`config.mk`:
```
export PLATFORM = sky130hd
export DESIGN_NAME = ir_pulse_distance_frame_decoder_flat
export DESIGN_NICKNAME = d
export VERILOG_FILES = /design/src/design/irpd_pkg.sv /design/src/design/irpd_in_if.sv /design/src/design/irpd_out_if.sv /design/src/design/irpd_front.sv /design/src/design/irpd_queue.sv /design/src/design/irpd_back.sv /design/src/design/ir_pulse_distance_frame_decoder.sv /design/src/flat_wrapper.sv
export VERILOG_INCLUDE_DIRS = /design/src /design/src/design
export SDC_FILE = /design/constraint.sdc
export NUM_CORES = 1
export LEC_CHECK = 0
export BUFFER_PORTS_ARGS = -buffer_cell sky130_fd_sc_hd__buf_2
export CAP_MARGIN = 20
export CORE_UTILIZATION = 55
export CTS_BUF_LIST = sky130_fd_sc_hd__clkbuf_8
export DETAILED_ROUTE_END_ITERATION = 16
export GPL_TIMING_DRIVEN = 0
export PLACE_DENSITY = 0.72
export SLEW_MARGIN = 0
export SYNTH_ARGS = -nofsm -noshare
export SYNTH_HDL_FRONTEND = slang
export SYNTH_SLANG_ARGS = --single-unit
```
`constraint.sdc`:
```
create_clock -name i_clk -period 11.65 [get_ports i_clk]
set_input_delay 1.165 -clock i_clk [delete_from_list [all_inputs] [get_ports i_clk]]
set_output_delay 1.165 -clock i_clk [all_outputs]
set_load 0.02 [all_outputs]
```
`src/design/ir_pulse_distance_frame_decoder_assert.svh`:
```
// ---------------------------------------------------------------------------
// ir_pulse_distance_frame_decoder_assert.svh
// Assertion macros used by the decoder top level.
// ---------------------------------------------------------------------------
`ifndef IR_PULSE_DISTANCE_FRAME_DECODER_ASSERT_SVH
`define IR_PULSE_DISTANCE_FRAME_DECODER_ASSERT_SVH

// Check a condition at every rising clock edge outside reset.
`define IRPD_ASSERT_ALWAYS(label, clk, rst_n, expr, msg) \
    label: assert property (@(posedge clk) disable iff (!(rst_n)) (expr)) \
        else $error(msg);

// Check that an antecedent implies a consequent in the same cycle.
`define IRPD_ASSERT_IMPLY(label, clk, rst_n, ante, cons, msg) \
    label: assert property (@(posedge clk) disable iff (!(rst_n)) (ante) |-> (cons)) \
        else $error(msg);

// Check that an antecedent implies a consequent in the next cycle.
`define IRPD_ASSERT_NEXT(label, clk, rst_n, ante, cons, msg) \
    label: assert property (@(posedge clk) disable iff (!(rst_n)) (ante) |=> (cons)) \
        else $error(msg);

`endif

```
`src/design/irpd_pkg.sv`:
```
// ---------------------------------------------------------------------------
// irpd_pkg
// Types and constants of the IR pulse-distance frame decoder.
// ---------------------------------------------------------------------------
package irpd_pkg;

    localparam int DUR_W   = 16;
    localparam int SUM_W   = DUR_W + 1;
    localparam int TICK_W  = 8;
    localparam int LIM_W   = 16;
    localparam int CMD_W   = 16;
    localparam int IDX_W   = 6;
    localparam int CFG_W   = 16;
    localparam int CFG_IDX_W = 3;
    localparam int Q_DEPTH = 2;
    localparam int Q_PTR_W = $clog2(Q_DEPTH);
    localparam int Q_CNT_W = $clog2(Q_DEPTH + 1);

    localparam logic [TICK_W-1:0] TICK_RST      = 8'd50;
    localparam logic [LIM_W-1:0]  START_MAX_RST = 16'd1579;
    localparam logic [LIM_W-1:0]  ONE_MAX_RST   = 16'd947;
    localparam logic [LIM_W-1:0]  ZERO_MAX_RST  = 16'd526;
    localparam logic [LIM_W-1:0]  PAIR_MIN_RST  = 16'd315;

    typedef enum logic [CFG_IDX_W-1:0] {
        CFG_TICK_LENGTH = 3'd0,
        CFG_START_MAX   = 3'd1,
        CFG_ONE_MAX     = 3'd2,
        CFG_ZERO_MAX    = 3'd3,
        CFG_PAIR_MIN    = 3'd4
    } t_cfg_idx;

    // What the back end must do with one capture entry.
    typedef enum logic [2:0] {
        K_NONE  = 3'd0,
        K_START = 3'd1,
        K_DATA  = 3'd2,
        K_CLOSE = 3'd3,
        K_EXTRA = 3'd4
    } t_kind;

    typedef struct packed {
        t_kind            kind;
        logic [SUM_W-1:0] value;
        logic             last;
    } t_item;

    typedef struct packed {
        logic [TICK_W-1:0] tick_length_us;
        logic [LIM_W-1:0]  start_stop_max_us;
        logic [LIM_W-1:0]  one_max_us;
        logic [LIM_W-1:0]  zero_max_us;
        logic [LIM_W-1:0]  pair_min_us;
    } t_cfg;

    typedef struct packed {
        logic               full;
        logic               empty;
        logic [Q_CNT_W-1:0] count;
    } t_q_stat;

endpackage

```
`src/design/irpd_in_if.sv`:
```
// ---------------------------------------------------------------------------
// irpd_in_if
// Capture entry channel: one duration word per transfer.
// ---------------------------------------------------------------------------
interface irpd_in_if;
    logic        valid;
    logic        ready;
    logic [15:0] duration_ticks;
    logic        last_entry;

    modport source (output valid, duration_ticks, last_entry, input ready);
    modport sink   (input valid, duration_ticks, last_entry, output ready);
endinterface

```
`src/design/irpd_out_if.sv`:
```
// ---------------------------------------------------------------------------
// irpd_out_if
// Decode result channel: one word per finished capture.
// ---------------------------------------------------------------------------
interface irpd_out_if;
    logic        valid;
    logic        ready;
    logic        decoded;
    logic [15:0] command;

    modport source (output valid, decoded, command, input ready);
    modport sink   (input valid, decoded, command, output ready);
endinterface

```
`src/design/irpd_front.sv`:
```
// ---------------------------------------------------------------------------
// irpd_front
// Entry classifier: tracks position in the capture and pairs marks/spaces.
// ---------------------------------------------------------------------------
module irpd_front
    import irpd_pkg::*;
#(
    parameter int DATA_BITS = 16
) (
    input  logic              i_clk,
    input  logic              i_rst_n,
    irpd_in_if.sink           i_in,
    input  logic              i_q_full,
    output logic              o_push,
    output t_item             o_item
);

    localparam logic [IDX_W-1:0] END_IDX = IDX_W'(2 * DATA_BITS + 3);
    localparam logic [IDX_W-1:0] START_IDX = IDX_W'(2);
    localparam logic [IDX_W-1:0] IDX_MAX = {IDX_W{1'b1}};

    logic [IDX_W-1:0] r_idx;
    logic [DUR_W-1:0] r_pend;
    logic             w_accept;

    assign i_in.ready = !i_q_full;
    assign w_accept   = i_in.valid && !i_q_full;
    assign o_push     = w_accept;

    always_comb begin
        o_item.last  = i_in.last_entry;
        o_item.value = {1'b0, i_in.duration_ticks};
        o_item.kind  = K_NONE;
        if (r_idx == '0) begin
            o_item.kind = K_NONE;
        end else if (r_idx < END_IDX && r_idx[0]) begin
            o_item.kind = K_NONE;
        end else if (r_idx < END_IDX) begin
            o_item.kind  = (r_idx == START_IDX) ? K_START : K_DATA;
            o_item.value = SUM_W'(r_pend) + SUM_W'(i_in.duration_ticks);
        end else if (r_idx == END_IDX) begin
            o_item.kind = K_CLOSE;
        end else begin
            o_item.kind = K_EXTRA;
        end
    end

    always_ff @(posedge i_clk) begin
        if (!i_rst_n) begin
            r_idx  <= '0;
            r_pend <= '0;
        end else if (w_accept) begin
            if (i_in.last_entry) begin
                r_idx  <= '0;
                r_pend <= '0;
            end else begin
                if (r_idx != IDX_MAX) begin
                    r_idx <= r_idx + 1'b1;
                end
                // hold the mark until its space arrives
                if (r_idx < END_IDX && r_idx[0]) begin
                    r_pend <= i_in.duration_ticks;
                end
            end
        end
    end

endmodule

```
`src/design/irpd_queue.sv`:
```
// ---------------------------------------------------------------------------
// irpd_queue
// Two-entry queue between the classifier and the decode back end.
// ---------------------------------------------------------------------------
module irpd_queue
    import irpd_pkg::*;
(
    input  logic    i_clk,
    input  logic    i_rst_n,
    input  logic    i_push,
    input  t_item   i_item,
    input  logic    i_pop,
    output logic    o_valid,
    output t_item   o_item,
    output t_q_stat o_stat
);

    t_item                r_mem [Q_DEPTH];
    logic [Q_PTR_W-1:0]   r_wr_ptr;
    logic [Q_PTR_W-1:0]   r_rd_ptr;
    logic [Q_CNT_W-1:0]   r_count;
    logic                 w_push;
    logic                 w_pop;

    assign o_stat.full  = (r_count == Q_CNT_W'(Q_DEPTH));
    assign o_stat.empty = (r_count == '0);
    assign o_stat.count = r_count;
    assign o_valid      = !o_stat.empty;
    assign o_item       = r_mem[r_rd_ptr];
    assign w_push       = i_push && !o_stat.full;
    assign w_pop        = i_pop && !o_stat.empty;

    always_ff @(posedge i_clk) begin
        if (w_push) begin
            r_mem[r_wr_ptr] <= i_item;
        end
    end

    always_ff @(posedge i_clk) begin
        if (!i_rst_n) begin
            r_wr_ptr <= '0;
            r_rd_ptr <= '0;
            r_count  <= '0;
        end else begin
            if (w_push) begin
                r_wr_ptr <= (r_wr_ptr == Q_PTR_W'(Q_DEPTH - 1)) ? '0 : r_wr_ptr + 1'b1;
            end
            if (w_pop) begin
                r_rd_ptr <= (r_rd_ptr == Q_PTR_W'(Q_DEPTH - 1)) ? '0 : r_rd_ptr + 1'b1;
            end
            case ({w_push, w_pop})
                2'b10:   r_count <= r_count + 1'b1;
                2'b01:   r_count <= r_count - 1'b1;
                default: r_count <= r_count;
            endcase
        end
    end

endmodule

```
`src/design/irpd_back.sv`:
```
// ---------------------------------------------------------------------------
// irpd_back
// Decode back end: scales pair sums, checks limits, shifts in data bits.
// ---------------------------------------------------------------------------
module irpd_back
    import irpd_pkg::*;
(
    input  logic      i_clk,
    input  logic      i_rst_n,
    input  t_cfg      i_cfg,
    input  logic      i_q_valid,
    input  t_item     i_item,
    output logic      o_pop,
    irpd_out_if.source o_out
);

    localparam int PROD_W = SUM_W + TICK_W;

    logic [PROD_W-1:0] w_prod;
    logic [LIM_W-1:0]  w_us;
    logic [CMD_W-1:0]  r_shift;
    logic              r_failed;
    logic              r_out_valid;
    logic              r_decoded;
    logic [CMD_W-1:0]  r_command;
    logic [CMD_W-1:0]  n_shift;
    logic              n_failed;
    logic              w_ok;

    assign w_prod = PROD_W'(i_item.value) * PROD_W'(i_cfg.tick_length_us);
    // saturate instead of wrapping
    assign w_us   = (|w_prod[PROD_W-1:LIM_W]) ? {LIM_W{1'b1}} : w_prod[LIM_W-1:0];

    // a result word may only be produced when the output register frees up
    assign o_pop = i_q_valid && (!i_item.last || !r_out_valid || o_out.ready);

    always_comb begin
        n_shift  = r_shift;
        n_failed = r_failed;
        case (i_item.kind)
            K_START: begin
                if (!(w_us > i_cfg.one_max_us && w_us <= i_cfg.start_stop_max_us)) begin
                    n_failed = 1'b1;
                end
            end
            K_DATA: begin
                if (w_us >= i_cfg.pair_min_us && w_us <= i_cfg.zero_max_us) begin
                    n_shift = {r_shift[CMD_W-2:0], 1'b0};
                end else if (w_us > i_cfg.zero_max_us && w_us <= i_cfg.one_max_us) begin
                    n_shift = {r_shift[CMD_W-2:0], 1'b1};
                end else begin
                    n_failed = 1'b1;
                end
            end
            K_CLOSE: begin
                if (!(w_us < i_cfg.pair_min_us)) begin
                    n_failed = 1'b1;
                end
            end
            K_EXTRA: n_failed = 1'b1;
            default: ;
        endcase
    end

    assign w_ok = !n_failed && (i_item.kind == K_CLOSE);

    always_ff @(posedge i_clk) begin
        if (!i_rst_n) begin
            r_shift     <= '0;
            r_failed    <= 1'b0;
            r_out_valid <= 1'b0;
        end else begin
            if (o_pop) begin
                if (i_item.last) begin
                    r_shift  <= '0;
                    r_failed <= 1'b0;
                end else begin
                    r_shift  <= n_shift;
                    r_failed <= n_failed;
                end
            end
            if (o_pop && i_item.last) begin
                r_out_valid <= 1'b1;
            end else if (o_out.ready) begin
                r_out_valid <= 1'b0;
            end
        end
    end

    always_ff @(posedge i_clk) begin
        if (o_pop && i_item.last) begin
            r_decoded <= w_ok;
            r_command <= w_ok ? n_shift : '0;
        end
    end

    assign o_out.valid   = r_out_valid;
    assign o_out.decoded = r_decoded;
    assign o_out.command = r_command;

endmodule

```
`src/design/ir_pulse_distance_frame_decoder.sv`:
```
// ---------------------------------------------------------------------------
// ir_pulse_distance_frame_decoder
// Pulse-distance IR frame decoder, one capture entry per word.
// ---------------------------------------------------------------------------
// Feed the raw capture one duration word at a time, last_entry set on the
// final word; one result word (decoded flag and command) follows each final
// word. The block takes one entry per clock while input ready is high. The
// classifier registers each entry into a two-entry queue, and the back end
// scales it (one 17x8 multiply), checks it and shifts the data bit in when
// it pops the entry; the result word is registered on the output. Input
// ready drops only when the queue is full, i.e. when a result word waits on
// the output, the next final entry waits at the head of the queue and one
// more entry sits behind it. The user must write limits through the config
// port only while no capture is in flight; the block does not enforce it.
// ---------------------------------------------------------------------------
`include "ir_pulse_distance_frame_decoder_assert.svh"

module ir_pulse_distance_frame_decoder
    import irpd_pkg::*;
#(
    parameter int DATA_BITS = 16
) (
    input  logic                 i_clk,
    input  logic                 i_rst_n,
    input  logic                 i_cfg_we,
    input  logic [CFG_IDX_W-1:0] i_cfg_idx,
    input  logic [CFG_W-1:0]     i_cfg_data,
    irpd_in_if.sink              i_in,
    irpd_out_if.source           o_out
);

    t_cfg    r_cfg;
    logic    w_push;
    t_item   w_push_item;
    logic    w_q_valid;
    t_item   w_q_item;
    logic    w_pop;
    t_q_stat w_q_stat;

    always_ff @(posedge i_clk) begin
        if (!i_rst_n) begin
            r_cfg.tick_length_us    <= TICK_RST;
            r_cfg.start_stop_max_us <= START_MAX_RST;
            r_cfg.one_max_us        <= ONE_MAX_RST;
            r_cfg.zero_max_us       <= ZERO_MAX_RST;
            r_cfg.pair_min_us       <= PAIR_MIN_RST;
        end else if (i_cfg_we) begin
            unique case (t_cfg_idx'(i_cfg_idx))
                CFG_TICK_LENGTH: r_cfg.tick_length_us    <= i_cfg_data[TICK_W-1:0];
                CFG_START_MAX:   r_cfg.start_stop_max_us <= i_cfg_data[LIM_W-1:0];
                CFG_ONE_MAX:     r_cfg.one_max_us        <= i_cfg_data[LIM_W-1:0];
                CFG_ZERO_MAX:    r_cfg.zero_max_us       <= i_cfg_data[LIM_W-1:0];
                CFG_PAIR_MIN:    r_cfg.pair_min_us       <= i_cfg_data[LIM_W-1:0];
                default: ;
            endcase
        end
    end

    irpd_front #(
        .DATA_BITS (DATA_BITS)
    ) u_front (
        .i_clk    (i_clk),
        .i_rst_n  (i_rst_n),
        .i_in     (i_in),
        .i_q_full (w_q_stat.full),
        .o_push   (w_push),
        .o_item   (w_push_item)
    );

    irpd_queue u_queue (
        .i_clk   (i_clk),
        .i_rst_n (i_rst_n),
        .i_push  (w_push),
        .i_item  (w_push_item),
        .i_pop   (w_pop),
        .o_valid (w_q_valid),
        .o_item  (w_q_item),
        .o_stat  (w_q_stat)
    );

    irpd_back u_back (
        .i_clk     (i_clk),
        .i_rst_n   (i_rst_n),
        .i_cfg     (r_cfg),
        .i_q_valid (w_q_valid),
        .i_item    (w_q_item),
        .o_pop     (w_pop),
        .o_out     (o_out)
    );

    `IRPD_ASSERT_ALWAYS(a_q_count_bound, i_clk, i_rst_n, w_q_stat.count <= Q_CNT_W'(Q_DEPTH), "queue count exceeds depth")
    `IRPD_ASSERT_IMPLY(a_fail_clears_cmd, i_clk, i_rst_n, o_out.valid && !o_out.decoded, o_out.command == '0, "undecoded result carries a command")
    `IRPD_ASSERT_NEXT(a_push_fills_q, i_clk, i_rst_n, w_push && !w_pop, !w_q_stat.empty, "pushed word lost from queue")

endmodule
```
`src/flat_wrapper.sv`:
```
// flat-port wrapper written by rule: the top's interface ports become plain ports
module ir_pulse_distance_frame_decoder_flat import irpd_pkg::*;
#(
    parameter int DATA_BITS = 16
)
  (i_clk, i_rst_n, i_cfg_we, i_cfg_idx, i_cfg_data, i_in_valid, i_in_duration_ticks, i_in_last_entry, i_in_ready, o_out_valid, o_out_decoded, o_out_command, o_out_ready);
  irpd_in_if i_in_i ();
  irpd_out_if o_out_i ();
  input  logic i_clk;
  input  logic i_rst_n;
  input  logic i_cfg_we;
  input  logic [CFG_IDX_W-1:0] i_cfg_idx;
  input  logic [CFG_W-1:0] i_cfg_data;
  input wire logic [$bits(i_in_i.valid)-1:0] i_in_valid;
  input wire logic [$bits(i_in_i.duration_ticks)-1:0] i_in_duration_ticks;
  input wire logic [$bits(i_in_i.last_entry)-1:0] i_in_last_entry;
  output wire logic [$bits(i_in_i.ready)-1:0] i_in_ready;
  output wire logic [$bits(o_out_i.valid)-1:0] o_out_valid;
  output wire logic [$bits(o_out_i.decoded)-1:0] o_out_decoded;
  output wire logic [$bits(o_out_i.command)-1:0] o_out_command;
  input wire logic [$bits(o_out_i.ready)-1:0] o_out_ready;
  assign i_in_i.valid = i_in_valid;
  assign i_in_i.duration_ticks = i_in_duration_ticks;
  assign i_in_i.last_entry = i_in_last_entry;
  assign i_in_ready = i_in_i.ready;
  assign o_out_valid = o_out_i.valid;
  assign o_out_decoded = o_out_i.decoded;
  assign o_out_command = o_out_i.command;
  assign o_out_i.ready = o_out_ready;
  ir_pulse_distance_frame_decoder #(.DATA_BITS(DATA_BITS)) u_core (.i_clk(i_clk), .i_rst_n(i_rst_n), .i_cfg_we(i_cfg_we), .i_cfg_idx(i_cfg_idx), .i_cfg_data(i_cfg_data), .i_in(i_in_i), .o_out(o_out_i));
endmodule
```
==> results of run 1 <==
[flip-flops by register name, summed over array words and instances (netlist names), named ones only]
signal,cells
u_core.u_queue.r_wr_ptr,1
u_core.u_queue.r_rd_ptr,1
u_core.u_back.o_out.valid,1
u_core.u_back.o_out.command,16
u_core.u_back.r_shift,16
u_core.r_cfg,72
u_core.u_front.r_pend,16
u_core.u_back.r_failed,1
u_core.u_back.o_out.decoded,1
u_core.u_queue.r_mem,42
u_core.u_front.r_idx,6
u_core.u_queue.r_count,2
[worst paths after layout]
path	startpoint	to	slack, ns	cells after the start
worst max-delay path	register	u_core.u_back.o_out.command[10]	0.91	29
worst min-delay path	u_core.r_cfg[6]	u_core.r_cfg[6]	0.47	2
worst max register to register	register	u_core.u_back.o_out.command[10]	0.91	29
worst min register to register	u_core.r_cfg[6]	u_core.r_cfg[6]	0.47	2
[layer usage]
layer  wire length, µm  share of wire [%]
met5                 0                  0
met4               690                2.1
met3              1430                4.4
met2             15400                 47
met1             15000                 46
[worst reg2reg max path, delay by kind of cell, from the launching register on]
| family | cells | cell delay (ns) |
|---|---|---|
| flip-flops | 1 | 0.32 |
| multiplexers | 2 | 1.13 |
| buffers and inverters | 7 | 2.06 |
| AND/OR/NAND/NOR | 9 | 2.44 |
| AO/OA/AOI/OAI | 5 | 1.51 |
| adder cells (fa/ha/maj) | 6 | 3.05 |
[cell usage after synthesis, types with 11 or more instances]
| cell type | number |
|---|---|
| sky130_fd_sc_hd__ha_1 | 129 |
| sky130_fd_sc_hd__a22o_1 | 15 |
| sky130_fd_sc_hd__and2_1 | 29 |
| sky130_fd_sc_hd__a21o_1 | 15 |
| sky130_fd_sc_hd__nor2b_1 | 104 |
| sky130_fd_sc_hd__dfxtp_1 | 117 |
| sky130_fd_sc_hd__mux2i_1 | 46 |
| sky130_fd_sc_hd__edfxtp_1 | 59 |
| sky130_fd_sc_hd__o211ai_1 | 30 |
| sky130_fd_sc_hd__fa_1 | 91 |
| sky130_fd_sc_hd__clkbuf_1 | 36 |
| sky130_fd_sc_hd__nor3_1 | 14 |
| sky130_fd_sc_hd__inv_1 | 175 |
| sky130_fd_sc_hd__o21ai_0 | 36 |
| sky130_fd_sc_hd__nand3_1 | 40 |
| sky130_fd_sc_hd__xnor2_1 | 14 |
| sky130_fd_sc_hd__nand2_1 | 184 |
| sky130_fd_sc_hd__nand4_1 | 12 |
| sky130_fd_sc_hd__xor2_1 | 18 |
| sky130_fd_sc_hd__a21oi_1 | 56 |
| sky130_fd_sc_hd__nor2_1 | 84 |
| sky130_fd_sc_hd__o21a_1 | 11 |
| sky130_fd_sc_hd__nand2b_1 | 25 |
| sky130_fd_sc_hd__a21boi_0 | 51 |
[cell type report]
cell class	count	area, µm²
Clock inverter	15	209
Timing Repair Buffer	61	325
Fill cell	2171	9470
Multi-Input combinational cell	1107	8760
Clock buffer	17	234
Sequential cell	176	4110
Inverter	175	657
Buffer	48	208
Tap cell	324	405
[cells by family after synthesis]
| family | after synthesis |
|---|---|
| AND/OR/NAND/NOR | 528 |
| AO/OA/AOI/OAI | 274 |
| buffers and inverters | 223 |
| adder cells (fa/ha/maj) | 220 |
| flip-flops | 176 |
| multiplexers | 53 |
| XOR/XNOR | 32 |
[metrics by stage]
step	instances	hold WS, ns	setup slack, ns	instance area (µm²)
2_1_floorplan	1506	0.441	2.91	13700
3_3_place_gp	1889	0.450	1.05	14400
3_5_place_dp	1891	0.456	0.896	14500
4_1_cts	1923	0.470	0.901	14900
5_1_grt	1923	0.486	0.265	14900
6_report	1923	0.468	0.911	14900
[where the power goes]
group	switching [µW]	leakage (µW)	total, µW	internal (µW)
Clock	279	0.000219	452	173
Combinational	1290	0.00450	2160	864
Sequential	21.7	0.00151	719	697
Total	1600	0.00622	3330	1730
==> impl_metrics.yaml, run 1 <==
route:
  ant_nets: 0
  via_count: 10800
  detailedRoute.firstPassIterationCount: 5
  first_iter_violations: 637
  drc: 0
  dr_vias_cell: 5.64
  drt-total-wl_um: 32500
  post_detailed_route_wirelength_per_cell_um: 16.9
yosys:
  synth-adder-area-share_pct: 25.0
  synth_simple_gate_area_share_pct: 19.0
  yosys.area_share.xor_xnor_pct: 2.04
  syn-cell-area_mm2: 0.0137
  synth-seq-cells: 176
  synth_largest_area_cell: "sky130_fd_sc_hd__dfxtp_1"
  async_flop_share_pct: 0
  combinational_family_with_the_most_area_after_synthesis: "adder cells"
  compound_gate_portion_of_the_synthesized_area_pct: 13.8
  syn-mean-instance-area_um2: 9.12
  synthesis.yosys.warnings: 0
  yosysTopAreaCellShare_pct: 17.0
  synth_sequential_area_ratio_pct: 29.9
  ys_top_cells_by_area: "sky130_fd_sc_hd__dfxtp_1 (17%), sky130_fd_sc_hd__fa_1 (13%), sky130_fd_sc_hd__edfxtp_1 (13%)"
  synth-edff-count: 59
  post_synth_inst_count: 1506
  postSynthNetCount: 1767
  ys_types: 68
  synth.area.mux_share_pct: 3.93
  synth_ff_type: "sky130_fd_sc_hd__dfxtp_1"
floorplan:
  die_height_um: 160
  die_area_mm2: 0.0256
  design.core.area_mm2: 0.0244
  pin_count: 60
  initial_core_util_pct: 56.3
  rows: 57
  chipWidth_um: 160
timing:
  timing_hold_violations_final: 0
  final-max-slew-violation-count: 0
  finClkSkew_ns: 0.0288
  rsz0062_at_grt: "no"
  setup-tns-final_ns: 0
  slew-limit-headroom_pct: 30.7
  setup_viol: 0
  layout_worst_path_cycle_share_pct: 92.2
  fin_crit_ns: 10.74
  tightestPinTransition_ns: 1.01
  fmax_mhz: 93.1
clock_network:
  cts_resized: 0
  cts_tree: "done"
  hold_buffers_post_cts: 0
  ctsLongestPathBuffers: 2
  clock_insertion_delay_worst_skew_ns: 0.48
  root_buffer: "sky130_fd_sc_hd__clkbuf_8"
  clkSlewWorstSetupHoldPaths_ns: 0.12
  cts.repair_timing.setup_buffer_count: 0
  deepest_level_of_the_cts_h_tree: 4
  numCtsBuffers: 17
  clkSinkCount: 176
cells_and_area:
  most_common_cell_after_layout_fill_and_taps_aside: "sky130_fd_sc_hd__nand2_1"
  number_of_nets_in_the_finished_design: 1847
  leading_cell_types_in_the_layout_fill_and_taps_excluded: "sky130_fd_sc_hd__nand2_1 (184), sky130_fd_sc_hd__inv_1 (175), sky130_fd_sc_hd__ha_1 (129)"
  utilization_of_the_core_after_routing_pct: 61.2
  synthToLayoutAreaGrowth_pct: 8.58
  antennaDiodeCount: 0
  drive_gt1_share_pct: 7.44
worst_setup_path:
  cp.required_ns: 11.89
  crit_fanout: 10
  worst_path_dominant_cell_family: "adder cells"
  timing_worst_setup_path_type: "register to register"
  critPathBufInv: 7
  biggest_cell_delay_along_the_critical_path_ns: 0.91
  timing.critical_path.mode_cell: "sky130_fd_sc_hd__fa_1"
  crit_path_end_kind: "register"
  critical_path.slowest_cell: "sky130_fd_sc_hd__mux2i_1"
  startpoint_type: "register"
  crit_arrival_ns: 10.98
job:
  max_cap_viol_count: 0
power_and_ir_drop:
  cellPowerDensity_mw_per_mm2: 223
  power.static_leakage_uw: 0.00622
  power_uw: 3330
  worst_ir_drop_vdd_mv: 0.333
global_route:
  grt_util_all_layers_pct: 26.2
  grt_pass1_wl_um: 53300
  number_of_global_route_vias_before_repair: 10500
  gr-usage-met2_pct: 42.9
  grt_start_max_net_pins: 23
  number_of_antenna_violations_at_the_first_check_in_global_routing: 0
  overflow: 0
  groute.layer.met1.usage_pct: 36.3
  global_route_layer_with_the_greatest_usage: "met2"
  met3_use_gr_pct: 2.81
placed_design:
  place.gp.congestion: 0.910
  io_buffers: 59
  dpl.hpwl_um: 25500
outcome:
  status: "completed"
hold_path:
  hold_path.class: "register to register"
Power figures use the tool's default switching activity.
==> inputs of run 2 (changes only) <==
--- a/config.mk
+++ b/config.mk
@@ -8,11 +8,10 @@
 export LEC_CHECK = 0
 export BUFFER_PORTS_ARGS = -buffer_cell sky130_fd_sc_hd__buf_2
 export CAP_MARGIN = 20
-export CORE_UTILIZATION = 55
+export CORE_UTILIZATION = 40
 export CTS_BUF_LIST = sky130_fd_sc_hd__clkbuf_8
 export DETAILED_ROUTE_END_ITERATION = 16
 export GPL_TIMING_DRIVEN = 0
-export PLACE_DENSITY = 0.72
 export SLEW_MARGIN = 0
 export SYNTH_ARGS = -nofsm -noshare
 export SYNTH_HDL_FRONTEND = slang
==> run 2 against run 1 <==
Utilization down 17 points. Largest power group unchanged. Largest cell class unchanged. Wire length up 4.3%. First-iteration DRC count down 8.8%. Critical endpoint is now u_core.u_back.o_out.command[11]. Register-to-register slack worse by 0.06 ns.
==> impl_metrics.yaml, run 2 (same netlist as run 1, synthesis figures left out) <==
global_route:
  overflow: 0
  grt_util_all_layers_pct: 19.9
  number_of_antenna_violations_at_the_first_check_in_global_routing: 1
  number_of_global_route_vias_before_repair: 10500
  grt_start_max_net_pins: 22
  grt_pass1_wl_um: 54800
cells_and_area:
  post_layout_nonfiller_instances: 2047
  synthToLayoutAreaGrowth_pct: 9.35
  most_common_cell_after_layout_fill_and_taps_aside: "sky130_fd_sc_hd__nand2_1"
  largest_regs: "u_core.r_cfg: 72 flops, u_core.u_queue.r_mem: 42 flops"
  antennaDiodeCount: 0
  largest_register_ffs: 72
  top_register: "u_core.r_cfg"
  finalInstanceArea_mm2: 0.0150
  number_of_nets_in_the_finished_design: 1847
  drive_gt1_share_pct: 7.44
  leading_cell_types_in_the_layout_fill_and_taps_excluded: "sky130_fd_sc_hd__nand2_1 (184), sky130_fd_sc_hd__inv_1 (175), sky130_fd_sc_hd__ha_1 (129)"
hold_path:
  hold_path.class: "register to register"
route:
  post_detailed_route_wirelength_per_cell_um: 16.6
  detailedRoute.firstPassIterationCount: 5
  ant_nets: 0
  drt-total-wl_um: 33900
  via_count: 10700
  first_iter_violations: 581
  drc: 0
  dr_vias_cell: 5.21
clock_network:
  clkSinkCount: 176
  clkSlewWorstSetupHoldPaths_ns: 0.11
  cts_tree: "done"
  root_buffer: "sky130_fd_sc_hd__clkbuf_8"
  numCtsBuffers: 17
  deepest_level_of_the_cts_h_tree: 4
  clock_insertion_delay_worst_skew_ns: 0.49
  cts.repair_timing.setup_buffer_count: 0
  hold_buffers_post_cts: 0
  cts_resized: 0
  ctsLongestPathBuffers: 2
worst_setup_path:
  crit_path_end_kind: "register"
  timing.critical_path.mode_cell: "sky130_fd_sc_hd__fa_1"
  critical_path.slowest_cell: "sky130_fd_sc_hd__mux2i_1"
  r2r_slack_ns: 0.85
  crit_path_end: "u_core.u_back.o_out.command[11]"
  crit_arrival_ns: 11.04
  crit_fanout: 10
  worst_path_dominant_cell_family: "adder cells"
  critPathBufInv: 7
  worst-path-stages: 29
  cp.required_ns: 11.89
  biggest_cell_delay_along_the_critical_path_ns: 0.94
  reg2reg_to: "u_core.u_back.o_out.command[11]"
  timing_worst_setup_path_type: "register to register"
  startpoint_type: "register"
  r2r.worst_path.cells: 29
timing:
  tightestPinTransition_ns: 1.11
  layout_worst_path_cycle_share_pct: 92.7
  finClkSkew_ns: 0.0168
  timing_hold_violations_final: 0
  final-max-slew-violation-count: 0
  slew-limit-headroom_pct: 23.8
  setup-tns-final_ns: 0
  fin_crit_ns: 10.80
  setup_viol: 0
  rsz0062_at_grt: "no"
  fmax_mhz: 92.6
placed_design:
  io_buffers: 59
  placement.cell_area_mm2: 0.0146
  dpl.hpwl_um: 26400
  place.gp.congestion: 0.876
  placed_cells_incl_taps: 2015
floorplan:
  rows: 67
  die_height_um: 187
  initial_core_util_pct: 40.8
  chipWidth_um: 187
  pin_count: 60
  die_area_mm2: 0.0351
  design.core.area_mm2: 0.0337
power_and_ir_drop:
  power.static_leakage_uw: 0.00620
  cellPowerDensity_mw_per_mm2: 218
  worst_ir_drop_vdd_mv: 0.170
outcome:
  status: "completed"
job:
  max_cap_viol_count: 0
-- run 2: how the worst min path moves through the flow --
stage                                          from                        end  cells past startpoint
final                              u_core.r_cfg[24]           u_core.r_cfg[24]                      2
after global routing                u_core.r_cfg[7]            u_core.r_cfg[7]                      2
after CTS                           u_core.r_cfg[7]            u_core.r_cfg[7]                      2
after detailed placement           u_core.r_cfg[24]           u_core.r_cfg[24]                      2
after global placement             u_core.r_cfg[14]           u_core.r_cfg[14]                      2
after floorplan           u_core.u_back.r_shift[15]  u_core.u_back.r_shift[15]                      1
-- run 2: area by class of cell --
cell class,instances,area (µm²)
Buffer,48,208
Clock buffer,18,248
Clock inverter,14,146
Fill cell,3395,18700
Inverter,175,657
Multi-Input combinational cell,1107,8760
Sequential cell,176,4110
Tap cell,448,561
Timing Repair Buffer,61,325
-- run 2: tightest hold or removal path: cells and delay by family, from the launching register on --
kind,cells,cell delay [ns]
simple gates,1,0.04
compound gates,1,0.06
flops,1,0.32
-- run 2: per-layer routing --
layer | track usage (%) | wire [µm] | up-vias
li1 | - | - | 5259
met1 | 27.3 | 16500 | 5157
met2 | 32.3 | 15600 | 216
met3 | 2.36 | 1140 | 42
met4 | 6.46 | 719 | 0
met5 | 0 | 0 | -
-- run 2: metrics by stage --
step                worst slack, ns  total power [µW]  util (%)  hold slack [ns]
detailed placement            0.771              2860      43.4            0.459
CTS                           0.782              3310      44.6            0.472
global placement              0.837              2840      43.3            0.452
global route                  0.110              3610      44.6            0.482
finish                        0.848              3270      44.6            0.468
floorplan                      2.91              2320         -            0.441
-- run 2: power by group --
part,total [µW],internal [µW],switching (µW)
clock,425,166,259
combinational,2130,849,1280
sequential,719,697,21.5
